File: config.mk
export PLATFORM = sky130hd
export DESIGN_NAME = float_to_fp8_quantizer
export DESIGN_NICKNAME = d
export VERILOG_FILES = /design/src/design/f2f8_pkg.sv /design/src/design/f2f8_unpack.sv /design/src/design/float_to_fp8_quantizer.sv
export SDC_FILE = /design/constraint.sdc
export NUM_CORES = 1
export LEC_CHECK = 0
export BUFFER_PORTS_ARGS = -buffer_cell sky130_fd_sc_hd__buf_2
export CORE_MARGIN = 2
export CORE_UTILIZATION = 60
export CTS_BUF_LIST = sky130_fd_sc_hd__clkbuf_4 sky130_fd_sc_hd__clkbuf_8
export CTS_CLUSTER_DIAMETER = 150
export DETAILED_ROUTE_END_ITERATION = 7
export PLACE_DENSITY_LB_ADDON = 0.1
export SLEW_MARGIN = 20
export SYNTH_ARGS = -nofsm -noshare
export SYNTH_HDL_FRONTEND = slang
export SYNTH_SLANG_ARGS = --single-unit
File: constraint.sdc
create_clock -name clk -period 4.18 [get_ports clk]
set_clock_uncertainty 0.05 [all_clocks]
set_input_delay 0.418 -clock clk [delete_from_list [all_inputs] [get_ports clk]]
set_output_delay 0.418 -clock clk [all_outputs]
set_load 0.01 [all_outputs]
File: src/design/f2f8_pkg.sv
// Shared types and constants for the float to FP8 quantizer.
`default_nettype none
package f2f8_pkg;

  // Configuration register indexes
  localparam logic CFG_SOURCE_FORMAT = 1'b0;
  localparam logic CFG_TARGET_FORMAT = 1'b1;

  // Format codes
  localparam logic SRC_FP16 = 1'b0;
  localparam logic SRC_FP32 = 1'b1;
  localparam logic TGT_E4M3 = 1'b0;
  localparam logic TGT_E5M2 = 1'b1;

  // Source bias minus target bias
  localparam logic [9:0] BIAS_FP32_E4M3 = 10'd120;
  localparam logic [9:0] BIAS_FP32_E5M2 = 10'd112;
  localparam logic [9:0] BIAS_FP16_E4M3 = 10'd8;
  localparam logic [9:0] BIAS_FP16_E5M2 = 10'd0;

  // Saturation / special codes (without sign)
  localparam logic [6:0] E4M3_SAT = 7'h7E;
  localparam logic [6:0] E5M2_INF = 7'h7C;
  localparam logic [6:0] E5M2_NAN = 7'h7F;

  // Decoded source word, mantissa left-aligned to 23 bits
  typedef struct packed {
    logic        sign;
    logic        e5m2;
    logic        special;  // all-ones exponent
    logic        nan;
    logic        zero;
    logic        keep_sub; // FP16 subnormal kept as E5M2 with exponent 0
    logic [9:0]  te;       // unbiased-to-target exponent, two's complement
    logic [22:0] man;
  } unpacked_t;

endpackage
`default_nettype wire

File: src/design/f2f8_unpack.sv
// Stage 1: field extraction and exponent rebias of the source word.
`default_nettype none
module f2f8_unpack (
  input  wire logic                clk,
  input  wire logic                rst,
  input  wire logic                in_valid,
  input  wire logic [31:0]         source_bits,
  input  wire logic                source_format,
  input  wire logic                target_format,
  output logic                     out_valid,
  output f2f8_pkg::unpacked_t      out_item
);

  logic [7:0]          ef;
  logic [22:0]         mf;
  logic [9:0]          bias_diff;
  f2f8_pkg::unpacked_t item_next;

  always_comb begin
    if (source_format == f2f8_pkg::SRC_FP32) begin
      ef = source_bits[30:23];
      mf = source_bits[22:0];
      bias_diff = (target_format == f2f8_pkg::TGT_E5M2) ? f2f8_pkg::BIAS_FP32_E5M2
                                                         : f2f8_pkg::BIAS_FP32_E4M3;
      item_next.sign    = source_bits[31];
      item_next.special = (ef == 8'hFF);
    end else begin
      ef = {3'b000, source_bits[14:10]};
      mf = {source_bits[9:0], 13'd0};
      bias_diff = (target_format == f2f8_pkg::TGT_E5M2) ? f2f8_pkg::BIAS_FP16_E5M2
                                                         : f2f8_pkg::BIAS_FP16_E4M3;
      item_next.sign    = source_bits[15];
      item_next.special = (ef[4:0] == 5'h1F);
    end
    item_next.e5m2     = (target_format == f2f8_pkg::TGT_E5M2);
    item_next.nan      = (mf != 23'd0);
    item_next.zero     = (ef == 8'd0) && (mf == 23'd0);
    item_next.keep_sub = (ef == 8'd0) && (source_format == f2f8_pkg::SRC_FP16) &&
                         (target_format == f2f8_pkg::TGT_E5M2);
    item_next.te       = {2'b00, ef} - bias_diff;
    item_next.man      = mf;
  end

  always_ff @(posedge clk) begin
    if (rst) begin
      out_valid <= 1'b0;
    end else begin
      out_valid <= in_valid;
    end
    out_item <= item_next;
  end

endmodule
`default_nettype wire

File: src/design/float_to_fp8_quantizer.sv
// Top level: FP16/FP32 to FP8 E4M3/E5M2 quantizer, three-stage pipeline.
//
//  channel   signals                          direction  notes
//  input     start, busy, source_bits         in/out     accepted on start && !busy
//  result    done, fp8_code                   out        valid one cycle, no backpressure
//  config    cfg_write, cfg_index, cfg_data   in         write on cfg_write
//
// One item per cycle, with no stall.
// Each result passes through three register stages: unpack, classify/round, pack.
// busy is tied low: the pipeline never stalls since results cannot be held off.
// Synchronous reset clears the valid bits and sets both formats to 0 (FP16, E4M3).
`default_nettype none
module float_to_fp8_quantizer (
  input  wire logic        clk,
  input  wire logic        rst,
  input  wire logic        start,
  output logic             busy,
  input  wire logic [31:0] source_bits,
  output logic             done,
  output logic [7:0]       fp8_code,
  input  wire logic        cfg_write,
  input  wire logic        cfg_index,
  input  wire logic        cfg_data
);

  logic source_format;
  logic target_format;

  always_ff @(posedge clk) begin
    if (rst) begin
      source_format <= f2f8_pkg::SRC_FP16;
      target_format <= f2f8_pkg::TGT_E4M3;
    end else if (cfg_write) begin
      unique case (cfg_index)
        f2f8_pkg::CFG_SOURCE_FORMAT: source_format <= cfg_data;
        f2f8_pkg::CFG_TARGET_FORMAT: target_format <= cfg_data;
        default: ;
      endcase
    end
  end

  assign busy = 1'b0;

  // Stage 1
  logic                v1;
  f2f8_pkg::unpacked_t s1;

  f2f8_unpack u_unpack (
    .clk           (clk),
    .rst           (rst),
    .in_valid      (start && !busy),
    .source_bits   (source_bits),
    .source_format (source_format),
    .target_format (target_format),
    .out_valid     (v1),
    .out_item      (s1)
  );

  // Stage 2: specials, range checks, subnormal truncation, mantissa rounding
  logic signed [9:0] te_s;
  logic [2:0]        shamt;
  logic [3:0]        sub_top;
  logic [3:0]        sub_val;
  logic              fixed_next;
  logic [6:0]        code_next;
  logic [4:0]        te_next;
  logic [3:0]        tm_next;

  logic              v2;
  logic              sign2;
  logic              e5m2_2;
  logic              fixed2;
  logic [6:0]        code2;
  logic [4:0]        te2;
  logic [3:0]        tm2;

  always_comb begin
    te_s    = $signed(s1.te);
    shamt   = 3'd1 - s1.te[2:0];
    sub_top = s1.e5m2 ? {2'b01, s1.man[22:21]} : {1'b1, s1.man[22:20]};
    sub_val = sub_top >> shamt;
    fixed_next = 1'b1;
    code_next  = 7'd0;
    te_next    = s1.keep_sub ? 5'd0 : s1.te[4:0];
    tm_next    = s1.e5m2 ? ({2'b00, s1.man[22:21]} + {3'b000, s1.man[20]})
                         : ({1'b0, s1.man[22:20]} + {3'b000, s1.man[19]});
    priority if (s1.special) begin
      code_next = !s1.e5m2 ? f2f8_pkg::E4M3_SAT
                           : (s1.nan ? f2f8_pkg::E5M2_NAN : f2f8_pkg::E5M2_INF);
    end else if (s1.zero) begin
      code_next = 7'd0;
    end else if (!s1.e5m2 && te_s > 10'sd15) begin
      code_next = f2f8_pkg::E4M3_SAT;
    end else if (s1.e5m2 && te_s >= 10'sd31) begin
      code_next = f2f8_pkg::E5M2_INF;
    end else if (s1.keep_sub) begin
      fixed_next = 1'b0;
    end else if (te_s <= 10'sd0) begin
      // subnormal result: truncate, or flush below the smallest step
      if (te_s < (s1.e5m2 ? -10'sd2 : -10'sd3)) begin
        code_next = 7'd0;
      end else begin
        code_next = {4'd0, sub_val[2:0] & (s1.e5m2 ? 3'b011 : 3'b111)};
      end
    end else begin
      fixed_next = 1'b0;
    end
  end

  always_ff @(posedge clk) begin
    if (rst) begin
      v2 <= 1'b0;
    end else begin
      v2 <= v1;
    end
    sign2  <= s1.sign;
    e5m2_2 <= s1.e5m2;
    fixed2 <= fixed_next;
    code2  <= code_next;
    te2    <= te_next;
    tm2    <= tm_next;
  end

  // Stage 3: mantissa carry, final saturation and packing
  logic       carry;
  logic [4:0] te_fin;
  logic [2:0] tm_fin;
  logic [6:0] mag;
  logic       e5m2_3;

  always_comb begin
    carry  = e5m2_2 ? tm2[2] : tm2[3];
    te_fin = te2 + {4'd0, carry};
    tm_fin = carry ? 3'd0 : tm2[2:0];
    if (fixed2) begin
      mag = code2;
    end else if (!e5m2_2) begin
      if (te_fin > 5'd15 || (te_fin == 5'd15 && tm_fin > 3'd6)) begin
        mag = f2f8_pkg::E4M3_SAT;
      end else begin
        mag = {te_fin[3:0], tm_fin};
      end
    end else begin
      if (te_fin == 5'd31) begin
        mag = f2f8_pkg::E5M2_INF;
      end else begin
        mag = {te_fin, tm_fin[1:0]};
      end
    end
  end

  always_ff @(posedge clk) begin
    if (rst) begin
      done <= 1'b0;
    end else begin
      done <= v2;
    end
    fp8_code <= {sign2, mag};
    e5m2_3   <= e5m2_2;
  end

`ifndef SYNTH
  // every accepted transaction yields a matching result on done
  a_latency: assert property (@(posedge clk) disable iff (rst)
    start && !busy |-> ##3 done)
    else $error("result missing three cycles after start");

  a_no_orphan: assert property (@(posedge clk) disable iff (rst)
    done |-> $past(start && !busy, 3))
    else $error("result without a matching start");

  // E4M3 never produces the NaN encoding
  a_e4m3_no_nan: assert property (@(posedge clk) disable iff (rst)
    done && !e5m2_3 |-> fp8_code[6:0] != 7'h7F)
    else $error("E4M3 NaN code emitted");
`endif

endmodule
`default_nettype wire

Yosys cells after proc, flatten, opt, wreduce, memory -nomap -nowiden. Index checks and enable logic that the tools add are counted.

Muxes and demuxes: 28. Reductions and logical operators: 14. $lt $le $gt $ge: 6. Bitwise gates (word level): 3. $add $sub $neg: 5. Shift-type cells: 1. Equality and inequality tests: 4.

Operator list (count): $mux W7 (8); $logic_not A23 Y1 (1); $mux W23 (1); $reduce_bool A23 Y1 (1); $mux W4 (4); $mux W3 (5); $eq A5 B5 Y1 const B (2); $ge A10 B6 Y1 const B (1); $gt A10 B5 Y1 const B (1); $le A10 B1 Y1 const B (1); $lt A10 B3 Y1 (1); $mux W10 (1); $sub A8 B10 Y10 (1); $eq A8 B8 Y1 const B (1); $logic_not A8 Y1 (1); $mux W8 (1); $logic_and A1 B1 Y1 (6); $mux W2 (3); $add A5 B1 Y5 (1); $eq A5 B4 Y1 const B (1); $gt A5 B4 Y1 const B (1); $mux W1 (5); $add A3 B1 Y4 (1); $reduce_and A2 Y1 (2); 9 further kinds (10).

Bits in registers: 71. Word-level logic and storage cells: 81. Input port bits: 38. Output and inout bits: 10.

Depth between registers and ports, before layout. Gate-level depths: netlist of the first run.

Word-level depth: 10. Mapped depth: 10. Mapped depth without buffers: 8.

Hierarchy. From an unflattened synthesis of the first run, not the netlist that was laid out.

Cells, all modules: 271. Area total of the unflattened synthesis: 2841.5 um^2.

By module, submodules not included: f2f8_unpack (cells each 123, instances 1, area each 1468.9 um^2, sequential area each 800.8 um^2); float_to_fp8_quantizer (cells each 148, instances 1, area each 1372.6 um^2, sequential area each 560.5 um^2).

Least setup slack after synthesis of the first run. OpenSTA, ideal clock, no wires.

Path kind: register -> register. Start: register e5m2_2. End: register fp8_code[0]. Path buffers: 1. Arrival time: 2214 ps. Period minus slack after synthesis: 2381 ps. Library setup time: 117 ps. Stages on the path, launching flop included: 10. Setup slack: 1799 ps. Required time: 4013 ps. Cells stage by stage: dfxtp_1 > clkbuf_1 > mux2i_1 > inv_1 > ha_1 > ha_1 > xnor2_1 > nor4_2 > o22ai_1 > a32o_1.

Longest elaborated chain between the ends: 8. Elaborated cells between the ends (all ways): 13. Those cells by class: 1 x add/sub; 2 x order compare; 2 x eq/ne; 6 x mux; 2 x reduce/logical.

RTL lines: start, declared (line float_to_fp8_quantizer.sv:71) `logic e5m2_2;`; start signal, assigned (line float_to_fp8_quantizer.sv:117) `e5m2_2 <= s1.e5m2;`; parallel branches: the longest is 6 deep, another holds $add A5 B1 Y5; $mux W7 * (line float_to_fp8_quantizer.sv:137) `end else if (!e5m2_2) begin`; $mux W7 * (line float_to_fp8_quantizer.sv:135) `if (fixed2) begin`; via mag[0] (line float_to_fp8_quantizer.sv:128) `logic [6:0] mag;`; end signal, assigned (line float_to_fp8_quantizer.sv:158) `fp8_code <= {sign2, mag};`; end, declared (line float_to_fp8_quantizer.sv:20) `output logic [7:0] fp8_code,`.

Mark *: on every way through the listed nets, which the timed path passes. A chain may end at the register's enable or synchronous reset.

Final worst setup path of the first run. Ends and elaborated chain as after synthesis.

==> summary.txt, run 1 <==
Outcome
  – Status: finished, final reports clean

Clock tree
  – H-tree depth: 2
  – Resize count post-CTS: 0
  – Worst skew pair latency: 290 ps
  – Clk buf depth: 2
  – CTS clk-pin slew, worst paths: 80 ps
  – Clock Tree Root: clkbuf_8
  – # Post-CTS Setup Buffers: 0
  – Cts bufs inserted: 5
  – Hold-fix buffers, CTS: 0
  – TritonCTS sink count: 49
  – CTS tree: built

Synthesis
  – Post-Syn Area per Cell: 9.42 sq um
  – Largest area contributor in the netlist: dfxtp_1
  – Synthesized area: 2210 sq um
  – Net Count, Synth: 282
  – Post-synth EDFFs: 0
  – Sequential share of the synthesized area: 44.3%
  – Post-synthesis cell count: 235
  – Yosys warns: 0
  – Synth top area share: 44.3%
  – Area contributors post-synth: dfxtp_1 44%, mux2_2 5.6%, ha_1 5.1%
  – Yosys reg bits: 49
  – Post-synth top flop: dfxtp_1
  – Unique masters post-synth: 49
  – Ys async rst share: 0%

Final layout
  – Util after Layout: 71.2%
  – Area Overhead vs Synth: 15.9%
  – Antenna Cells: 0
  – # fillers: 315
  – Fraction of layout cells with a size suffix above 1: 24.2%
  – Nets@finish: 327

Power and ir drop
  – Pint: 0.765 mW
  – Sw Pwr: 0.271 mW
  – Tot Pwr: 1.04 mW
  – Comb pwr share: 18.2%
  – Clock share of power: 27.4%
  – Total leakage power: 1.10 nW
  – Power share of the sequential group: 54.4%
  – Switching Fraction: 26.2%
  – Peak VDD IR: 0.000195 V
  – Pwr/cell area: 404 nW/um^2

Critical path
  – CP required: 4320 ps
  – RR Endpoint: fp8_code[0]
  – Worst Setup End Kind: register
  – CP max FO: 11
  – R2r startpoint: e5m2_2
  – Critical-path cell list: mux2i_1 -> inv_1 -> ha_1 -> ha_1 -> xnor2_1 -> nor4_2 -> o22ai_1 -> a32o_1
  – Slowest stage delay, CP: 540 ps
  – Reg2Reg Depth: 8
  – Most common cell on crit path: ha_1
  – WP data arrival: 2660 ps
  – Worst Path Class, Setup: reg2reg
  – Slowest library cell on the worst path: dfxtp_1
  – Flop2flop setup slack: 1660 ps
  – Startpoint types: register

Drt
  – Drt first pass iters: 4
  – ANT nets after route: 0
  – DRC Markers: 0
  – Initial DRC count: 65
  – WL final: 4.15 mm
  – WL/cell: 12.6 um
  – Vias post-DR: 1811
  – Via density: 5.50

Place
  – Pre-CTS setup slack: 1670 ps
  – Routability cong.: 0.837
  – Number of port buffers: 46
  – Hpwl dp: 3.29 mm

Floorplan
  – Core Area: 3610 sq um
  – Die height: 64.8 um
  – Die area: 4190 sq um
  – Row cnt: 22
  – Initial Utilization: 61.4%
  – I/O pin cnt: 48
  – Die W: 64.8 um

Worst hold path
  – Hold path cells: 2
  – Hold path endpoint: u_unpack.out_valid
  – HP Class: in2reg
  – Hold Startpoint: start

Global routing
  – Met1 GRT Util: 23.9%
  – Grt met3 use: 5.73%
  – Initial antenna violation count: 0
  – GRT Total Usage: 21.8%
  – Vias in the first global route: 1681
  – First-pass GRT wire length: 7.05 mm
  – Largest net degree at the start of global routing: 24
  – Grt ovf: 0
  – GRT Max-Usage Layer: met2
  – GR Util met2: 39.4%

STA
  – Post-route minimum period: 2520 ps
  – Slew @ Worst Pin: 769 ps
  – Setup Total Neg Slack: 0 ps
  – RSZ-0062 raised after global routing: no
  – Fin worst setup slack: 1660 ps
  – Fin. Hold Viols: 0
  – Final setup vio count: 0
  – Fmax achieved: 0.396 GHz
  – Fin. max-slew vios: 0
  – Worst rel slew slack: 48.6%
  – Final Cycle Share: 60.3%

Job
  – Max-Cap Viols: 0
## metrics by stage
| stage | cell area [sq um] | hold WS [ps] | instances |
|---|---|---|---|
| after floorplan | 2210 | 260 | 235 |
| after global placement | 2470 | 261 | 321 |
| after detailed placement | 2470 | 263 | 321 |
| after CTS | 2570 | 269 | 329 |
| after global routing | 2570 | 281 | 329 |
| final | 2570 | 276 | 329 |
## final cells by class
cell class / instances / area, sq um / area share, %
Clock buffer: 7 / 96.3 / 3.75
Inverter: 12 / 45.0 / 1.75
Clock inverter: 1 / 5.00 / 0.195
Timing Repair Buffer: 46 / 230 / 8.97
Sequential cell: 49 / 981 / 38.2
Multi-Input combinational cell: 166 / 1150 / 44.8
Tap cell: 48 / 60.1 / 2.34
## synthesized netlist by cell type (2+ instances only)
cell,n
xnor2_1,6
mux2_2,11
nand4_1,3
nand2b_1,4
o22ai_1,2
buf_2,3
nand3_1,9
nand2_1,14
and3_1,2
a21oi_1,11
nor3b_1,2
o21ai_0,9
and4_1,2
a21o_1,4
mux2i_1,4
dfxtp_1,49
nor4_1,9
o211ai_1,3
nor3_1,4
a22o_1,2
nor2_1,15
ha_1,9
a31oi_1,3
nor2b_1,13
a2111o_1,2
clkbuf_1,3
inv_1,12
a211oi_1,4
## critical path: cells and delay by family, from the launching register on
kind	cells	cell delay, ps
buffers and inverters	1	70
DFF	1	540
muxes	1	340
adders and majority gates	2	460
AOI/OAI and AO/OA	2	450
xor gates and xnor gates	1	170
and+or+nand+nor	1	320
## cell families after synthesis
group | Yosys count | synth area share (%)
mux | 15 | 7.40
fa+ha+maj | 9 | 5.08
other cells | 1 | 0.169
flops | 49 | 44.3
simple gates | 82 | 20.2
compound gates | 52 | 16.3
xor+xnor | 7 | 2.77
buf+inv | 20 | 3.78
## worst max-delay path by stage
stage,from,cells past startpoint,to,slack (ps)
detailed placement,e5m2_2,8,fp8_code[0],1670
global route,e5m2_2,8,fp8_code[0],1490
finish,e5m2_2,8,fp8_code[0],1660
CTS,e5m2_2,8,fp8_code[0],1660
global placement,e5m2_2,8,fp8_code[0],1740
floorplan,e5m2_2,9,fp8_code[0],1800
## layer usage
layer	routed length [um]	vias to the layer above
li1	-	942
met1	1760	798
met2	2060	59
met3	225	12
met4	105	0
met5	0	-
## power by group through the flow
stage | sequential, mW | combinational, mW | clock (mW)
5_1_grt | 0.571 | 0.213 | 0.313
2_1_floorplan | 0.566 | 0.124 | 0
3_5_place_dp | 0.575 | 0.188 | 0
6_report | 0.563 | 0.189 | 0.284
4_1_cts | 0.564 | 0.190 | 0.292
3_3_place_gp | 0.573 | 0.183 | 0
## flip-flops by register name, indices dropped and copies added (netlist names)
register	flops
u_unpack.out_item	20
fp8_code	8
te2	5
code2	4
tm2	4
done	1
e5m2_2	1
fixed2	1
sign2	1
source_format	1
target_format	1
u_unpack.out_valid	1
v2	1
## placed cells by master (no fill, tap or decap), types with 3 or more instances in the layout
cell type	Yosys	layout
a211oi_1	4	4
a21o_1	4	4
a21oi_1	11	11
a31oi_1	3	3
buf_2	3	46
clkbuf_8	0	7
dfxtp_1	49	49
ha_1	9	9
inv_1	12	12
mux2_2	11	11
mux2i_1	4	4
nand2_1	14	14
nand2b_1	4	4
nand3_1	9	9
nand4_1	3	3
nor2_1	15	15
nor2b_1	13	13
nor3_1	4	4
nor4_1	9	9
o211ai_1	3	3
o21ai_0	9	9
xnor2_1	6	6
Power figures use the tool's default switching activity.
==> run 2, diff against run 1 <==
Settings changed: CORE_UTILIZATION 60 to 56.
Clock period 4.18 ns to 2.55 ns, I/O delays scaled along.
==> run 2 against run 1 <==
Sequential power is 62% higher. Clock-buffer cell count unchanged. Die area is 6.7% higher. Setup slack got worse by 1400 ps. Global-route usage decreased by 2.2 points. Sequential share of layout area shrank 0.17 points. Highest routed layer unchanged.
==> summary.txt, run 2 (synthesized netlist as in run 1, its figures left out) <==
Outcome
  – Status: finished, final reports clean

Final layout
  – # fillers: 315 (unchanged)
  – FF+latch area: 981 sq um (unchanged)
  – Area Overhead vs Synth: 16.4%
  – Multi-input gate area: 1150 sq um (unchanged)
  – Most common cell after layout, fill and taps aside: dfxtp_1
  – Most frequent cells in the layout: 49 x dfxtp_1, 46 x buf_2, 15 x nor2_1
  – Final instance area: 2580 sq um (+0.44%)
  – Antenna Cells: 0 (unchanged)
  – Largest registers: u_unpack.out_item x20, fp8_code x8, te2 x5
  – Fraction of layout cells with a size suffix above 1: 24.7% (+0.54 points)
  – Biggest register: u_unpack.out_item
  – Nets@finish: 330 (+0.92%)
  – Max FFs per register: 20 (unchanged)
  – Util after Layout: 68.9% (-2.3 points)

Place
  – Routability cong.: 0.837 (about the same)
  – Number of port buffers: 46 (unchanged)
  – Hpwl dp: 3.30 mm (+0.45%)
  – Placed cell areas: 2490 sq um (+0.91%)

STA
  – Setup Total Neg Slack: 0 ps (unchanged)
  – Post-route minimum period: 2260 ps (-263 ps)
  – Fin. max-slew vios: 0 (unchanged)
  – Fin. Hold Viols: 0 (unchanged)
  – Final Cycle Share: 88.6% (+28 points)
  – Fmax achieved: 0.443 GHz (+12%)
  – RSZ-0062 raised after global routing: no
  – Final setup vio count: 0 (unchanged)

Critical path
  – Critical-path cell list: mux2i_1 -> inv_1 -> ha_1 -> ha_1 -> xnor2_1 -> nor4_2 -> o22ai_1 -> a32o_1
  – Slowest library cell on the worst path: dfxtp_1
  – RR Endpoint: fp8_code[0]
  – Worst Setup End Kind: register
  – R2r startpoint: e5m2_2
  – Reg2Reg Depth: 8 (unchanged)
  – Startpoint types: register
  – CP max FO: 4 (-7)
  – Flop2flop setup slack: 290 ps (-1370 ps)
  – Worst Path Class, Setup: reg2reg
  – CP required: 2690 ps (-1630 ps)
  – WP data arrival: 2400 ps (-260 ps)
  – Most common cell on crit path: ha_1
  – Worst Setup SP: e5m2_2
  – Slowest stage delay, CP: 350 ps (-190 ps)

Drt
  – WL/cell: 12.5 um (-1.2%)
  – Vias post-DR: 1821 (+0.55%)
  – DRC Markers: 0 (unchanged)
  – Drt first pass iters: 4 (unchanged)
  – Via density: 5.50 (about the same)
  – ANT nets after route: 0 (unchanged)
  – WL final: 4.13 mm (-0.55%)
  – Initial DRC count: 74 (+14%)

Global routing
  – Met1 GRT Util: 24.4% (+0.55 points)
  – Grt ovf: 0 (unchanged)
  – GRT Max-Usage Layer: met2
  – Initial antenna violation count: 0 (unchanged)
  – GRT Total Usage: 19.6% (-2.2 points)
  – First-pass GRT wire length: 6.76 mm (-4.1%)
  – GR Util met2: 33.4% (-6.1 points)
  – Vias in the first global route: 1604 (-4.6%)
  – Grt met3 use: 4.90% (-0.83 points)
  – Largest net degree at the start of global routing: 21 (-13%)

Power and ir drop
  – Total leakage power: 1.10 nW (+0.87%)
  – Clock share of power: 26.5% (-0.9 points)
  – Power share of the sequential group: 54.5% (about the same)
  – Peak VDD IR: 0.000297 V (+52%)
  – Pint: 1.24 mW (+62%)
  – Pwr/cell area: 650 nW/um^2 (+61%)
  – Sw Pwr: 0.439 mW (+62%)
  – Comb pwr share: 18.9% (+0.7 points)
  – Switching Fraction: 26.2% (about the same)

Job
  – Max-Cap Viols: 0 (unchanged)

Floorplan
  – Die height: 66.9 um (+3.3%)
  – Die area: 4470 sq um (+6.7%)
  – Core Area: 3740 sq um (+3.8%)
  – I/O pin cnt: 48 (unchanged)
  – Row cnt: 22 (unchanged)
  – Initial Utilization: 59.2% (-2.3 points)
  – Die W: 66.9 um (+3.3%)

Clock tree
  – CTS tree: built
  – Resize count post-CTS: 0 (unchanged)
  – Worst skew pair latency: 290 ps (about the same)
  – Cts bufs inserted: 5 (unchanged)
  – # Post-CTS Setup Buffers: 0 (unchanged)
  – CTS clk-pin slew, worst paths: 80 ps (about the same)
  – H-tree depth: 2 (unchanged)
  – TritonCTS sink count: 49 (unchanged)
  – Clk buf depth: 2 (unchanged)
  – Clock Tree Root: clkbuf_8
  – Hold-fix buffers, CTS: 0 (unchanged)

Worst hold path
  – Hold path endpoint: u_unpack.out_valid
  – HP Class: in2reg
  – Hold path cells: 2 (unchanged)
  – Hold Startpoint: start
## run 2: changes by cell type in the layout (fill, tap and decap cells not counted)
| cell | change |
|---|---|
| buf_4 | +3 |
| clkinv_2 | -1 |
| clkbuf_8 | -1 |
| clkbuf_4 | +1 |
## run 2: how the worst max path moves through the flow
stage                        to  slack (ps)  cells after the start
global placement    fp8_code[0]         330                      8
floorplan           fp8_code[0]         170                      9
global route        fp8_code[0]          70                      8
CTS                 fp8_code[0]         280                      8
finish              fp8_code[0]         290                      8
detailed placement  fp8_code[0]         300                      8
## run 2: power by group through the flow
| stage | Clock (mW) | Combinational (mW) | Sequential, mW |
|---|---|---|---|
| after floorplan | 0 | 0.204 | 0.928 |
| after global placement | 0 | 0.313 | 0.932 |
| after detailed placement | 0 | 0.317 | 0.933 |
| after CTS | 0.453 | 0.320 | 0.914 |
| after global routing | 0.482 | 0.358 | 0.927 |
| final | 0.445 | 0.317 | 0.914 |
## run 2: area by class of cell
class | count | area share (%)
Multi-Input combinational cell | 166 | 44.6
Clock buffer | 7 | 3.49
Timing Repair Buffer | 49 | 9.80
Tap cell | 48 | 2.33
Sequential cell | 49 | 38.0
Inverter | 12 | 1.75
## run 2: layer usage
| layer | wire length, um | vias up |
|---|---|---|
| li1 | - | 952 |
| met4 | 54 | 0 |
| met3 | 220 | 6 |
| met2 | 1850 | 57 |
| met5 | 0 | - |
| met1 | 2000 | 806 |
## run 2: worst max-delay path, delay by kind of cell (launching register included)
family                   cells  cell delay (ps)
XOR/XNOR                     1              170
flip-flops                   1              350
AO/OA/AOI/OAI                2              440
AND/OR/NAND/NOR              1              310
buffers and inverters        1               80
adder cells (fa/ha/maj)      2              470
multiplexers                 1              280
## run 2: per-stage QoR
stage / hold WS [ps] / power (mW) / cells / worst slack (ps)
final: 122 / 1.68 / 331 / 291
after global routing: 128 / 1.77 / 331 / 69.9
after CTS: 120 / 1.69 / 331 / 279
after detailed placement: 262 / 1.25 / 324 / 297
after global placement: 262 / 1.24 / 324 / 333
after floorplan: 260 / 1.13 / 235 / 169
==> run 3, diff against run 2 <==
Settings changed: CORE_ASPECT_RATIO from default to 1.25, GPL_TIMING_DRIVEN from default to 0.
==> run 3 against run 2 <==
Sequential power decreased by 0.7%. Clock-buffer cell count decreased by 2. Cell count increased by 3.0%. Maximum frequency decreased by 3.8%. Non-clock buffer count increased by 4. Core utilization increased by 0.84 points. Final area increased by 2.3%. First-iteration DRC count increased by 19%. Flip-flop and latch count unchanged. Die area about the same. Combinational power increased by 5%. Setup slack got worse by 89 ps. Critical endpoint unchanged.
==> summary.txt, run 3 (synthesized netlist as in run 1, its figures left out) <==
Critical path
  – WP data arrival: 2480 ps (+80 ps)
  – CP required: 2690 ps (about the same)
  – Worst Path Class, Setup: reg2reg
  – Startpoint types: register
  – CP max FO: 11 (+7)
  – Worst Setup End Kind: register

Global routing
  – Vias in the first global route: 1800 (+12%)
  – Grt ovf: 0 (unchanged)
  – First-pass GRT wire length: 7.76 mm (+15%)
  – GRT Total Usage: 23.1% (+3.5 points)
  – Initial antenna violation count: 0 (unchanged)
  – Largest net degree at the start of global routing: 15 (-29%)

Clock tree
  – Clock Tree Root: clkbuf_8
  – H-tree depth: 2 (unchanged)
  – CTS clk-pin slew, worst paths: 80 ps (about the same)
  – CTS tree: built
  – Worst skew pair latency: 290 ps (about the same)
  – TritonCTS sink count: 49 (unchanged)
  – Clk buf depth: 2 (unchanged)
  – Cts bufs inserted: 5 (unchanged)

Place
  – Routability cong.: 0.948 (+13%)
  – Number of port buffers: 46 (unchanged)
  – Hpwl dp: 3.59 mm (+8.6%)
  – Dpl cells: 335 (+3.4%)

Floorplan
  – Core Area: 3780 sq um (+1.1%)
  – Die W: 60.2 um (-9.9%)
  – Row cnt: 25 (+14%)
  – I/O pin cnt: 48 (unchanged)
  – Die height: 74.3 um (+11%)
  – Initial Utilization: 58.5% (-0.65 points)
  – Die area: 4480 sq um (about the same)

Drt
  – Met1 wire length: 1.74 mm (-13%)
  – Drt first pass iters: 4 (unchanged)
  – ANT nets after route: 0 (unchanged)
  – WL/cell: 13.3 um (+6.4%)
  – Vias post-DR: 1875 (+3.0%)
  – DR WL met3: 200 um (-9.1%)
  – Metal2 WL: 2.52 mm (+36%)
  – Via density: 5.50 (about the same)
  – Initial DRC count: 88 (+19%)
  – WL final: 4.52 mm (+9.6%)
  – Highest metal used: met4
  – DRC Markers: 0 (unchanged)

STA
  – Fin. max-slew vios: 0 (unchanged)
  – Fin. Hold Viols: 0 (unchanged)
  – Setup Total Neg Slack: 0 ps (unchanged)
  – Fmax achieved: 0.426 GHz (-3.8%)
  – Post-route minimum period: 2350 ps (+89.1 ps)
  – Final setup vio count: 0 (unchanged)
  – RSZ-0062 raised after global routing: no
  – Hold Slack: 129 ps (+7.03 ps)
  – Final Cycle Share: 92.1% (+3.5 points)

Final layout
  – Antenna Cells: 0 (unchanged)
  – Largest registers: u_unpack.out_item x20, fp8_code x8, te2 x5
  – Nets@finish: 334 (+1.2%)
  – Biggest register: u_unpack.out_item
  – Fraction of layout cells with a size suffix above 1: 26.1% (+1.4 points)
  – Area Overhead vs Synth: 19.2%
  – Max FFs per register: 20 (unchanged)
  – Most common cell after layout, fill and taps aside: buf_2
  – Non-filler cells in the finished layout: 341 (+3.0%)
  – Most frequent cells in the layout: 49 x buf_2, 48 x dfxtp_1, 15 x nor2_1

Worst hold path
  – HP Class: in2reg

Power and ir drop
  – Peak VDD IR: 0.000341 V (+15%)
  – Pwr/cell area: 664 nW/um^2 (+2.2%)
  – Total leakage power: 1.13 nW (+2.2%)
  – Tot Pwr: 1.75 mW (+4.5%)

Job
  – Max-Cap Viols: 0 (unchanged)

Outcome
  – Status: finished, final reports clean
-- run 3: through the flow --
stage | utilization [%] | setup WS [ps] | area, sq um
final | 69.7 | 202 | 2640
after floorplan | - | 169 | 2210
after global routing | 69.7 | 37.6 | 2640
after detailed placement | 66.4 | -240 | 2510
after CTS | 69.1 | 41.0 | 2610
after global placement | 66.4 | -167 | 2510
-- run 3: path summary, 6_finish.rpt --
check / cells after the start / endpoint / slack (ps) / from
max: 8 / fp8_code[0] / 200 / e5m2_2
min: 2 / u_unpack.out_valid / 130 / start
max reg2reg: 8 / fp8_code[0] / 200 / e5m2_2
min reg2reg: 0 / sign2 / 280 / u_unpack.out_item[38]
-- run 3: final cells by class --
type	count	area, sq um
multi-input combinational	166	1170
fill	325	1150
sequential	49	985
timing repair buffer	46	230
clock buffer	5	68.8
tap	54	67.6
inverter	12	45.0
buffer	7	36.3
clock inverter	2	35.0
-- run 3: report_power, final --
| group | total [mW] | internal (mW) | switching (mW) |
|---|---|---|---|
| Combinational | 0.334 | 0.162 | 0.172 |
| Clock | 0.510 | 0.285 | 0.225 |
| Sequential | 0.908 | 0.853 | 0.0547 |
| Total | 1.75 | 1.30 | 0.452 |
-- run 3: worst max-delay path, stage by stage, from the launching register on --
cell     delay [ps]
dfxtp_4         430
mux2i_4         270
inv_1            80
ha_1            220
ha_1            250
xnor2_1         190
nor4_4          300
o22ai_1         170
a32o_1          290
-- run 3: timing repair --
item,4_1_cts,5_1_grt
pin swaps,0,1
setup buffers,0,0
setup endpoints to repair,4,3
hold buffers,0,0
gates resized for setup,1,6
-- run 3: per-layer routing --
layer	vias to the layer above	track usage [%]
li1	956	-
met1	850	24.7
met2	63	42.8
met3	6	5.39
met4	0	9.14
met5	-	0
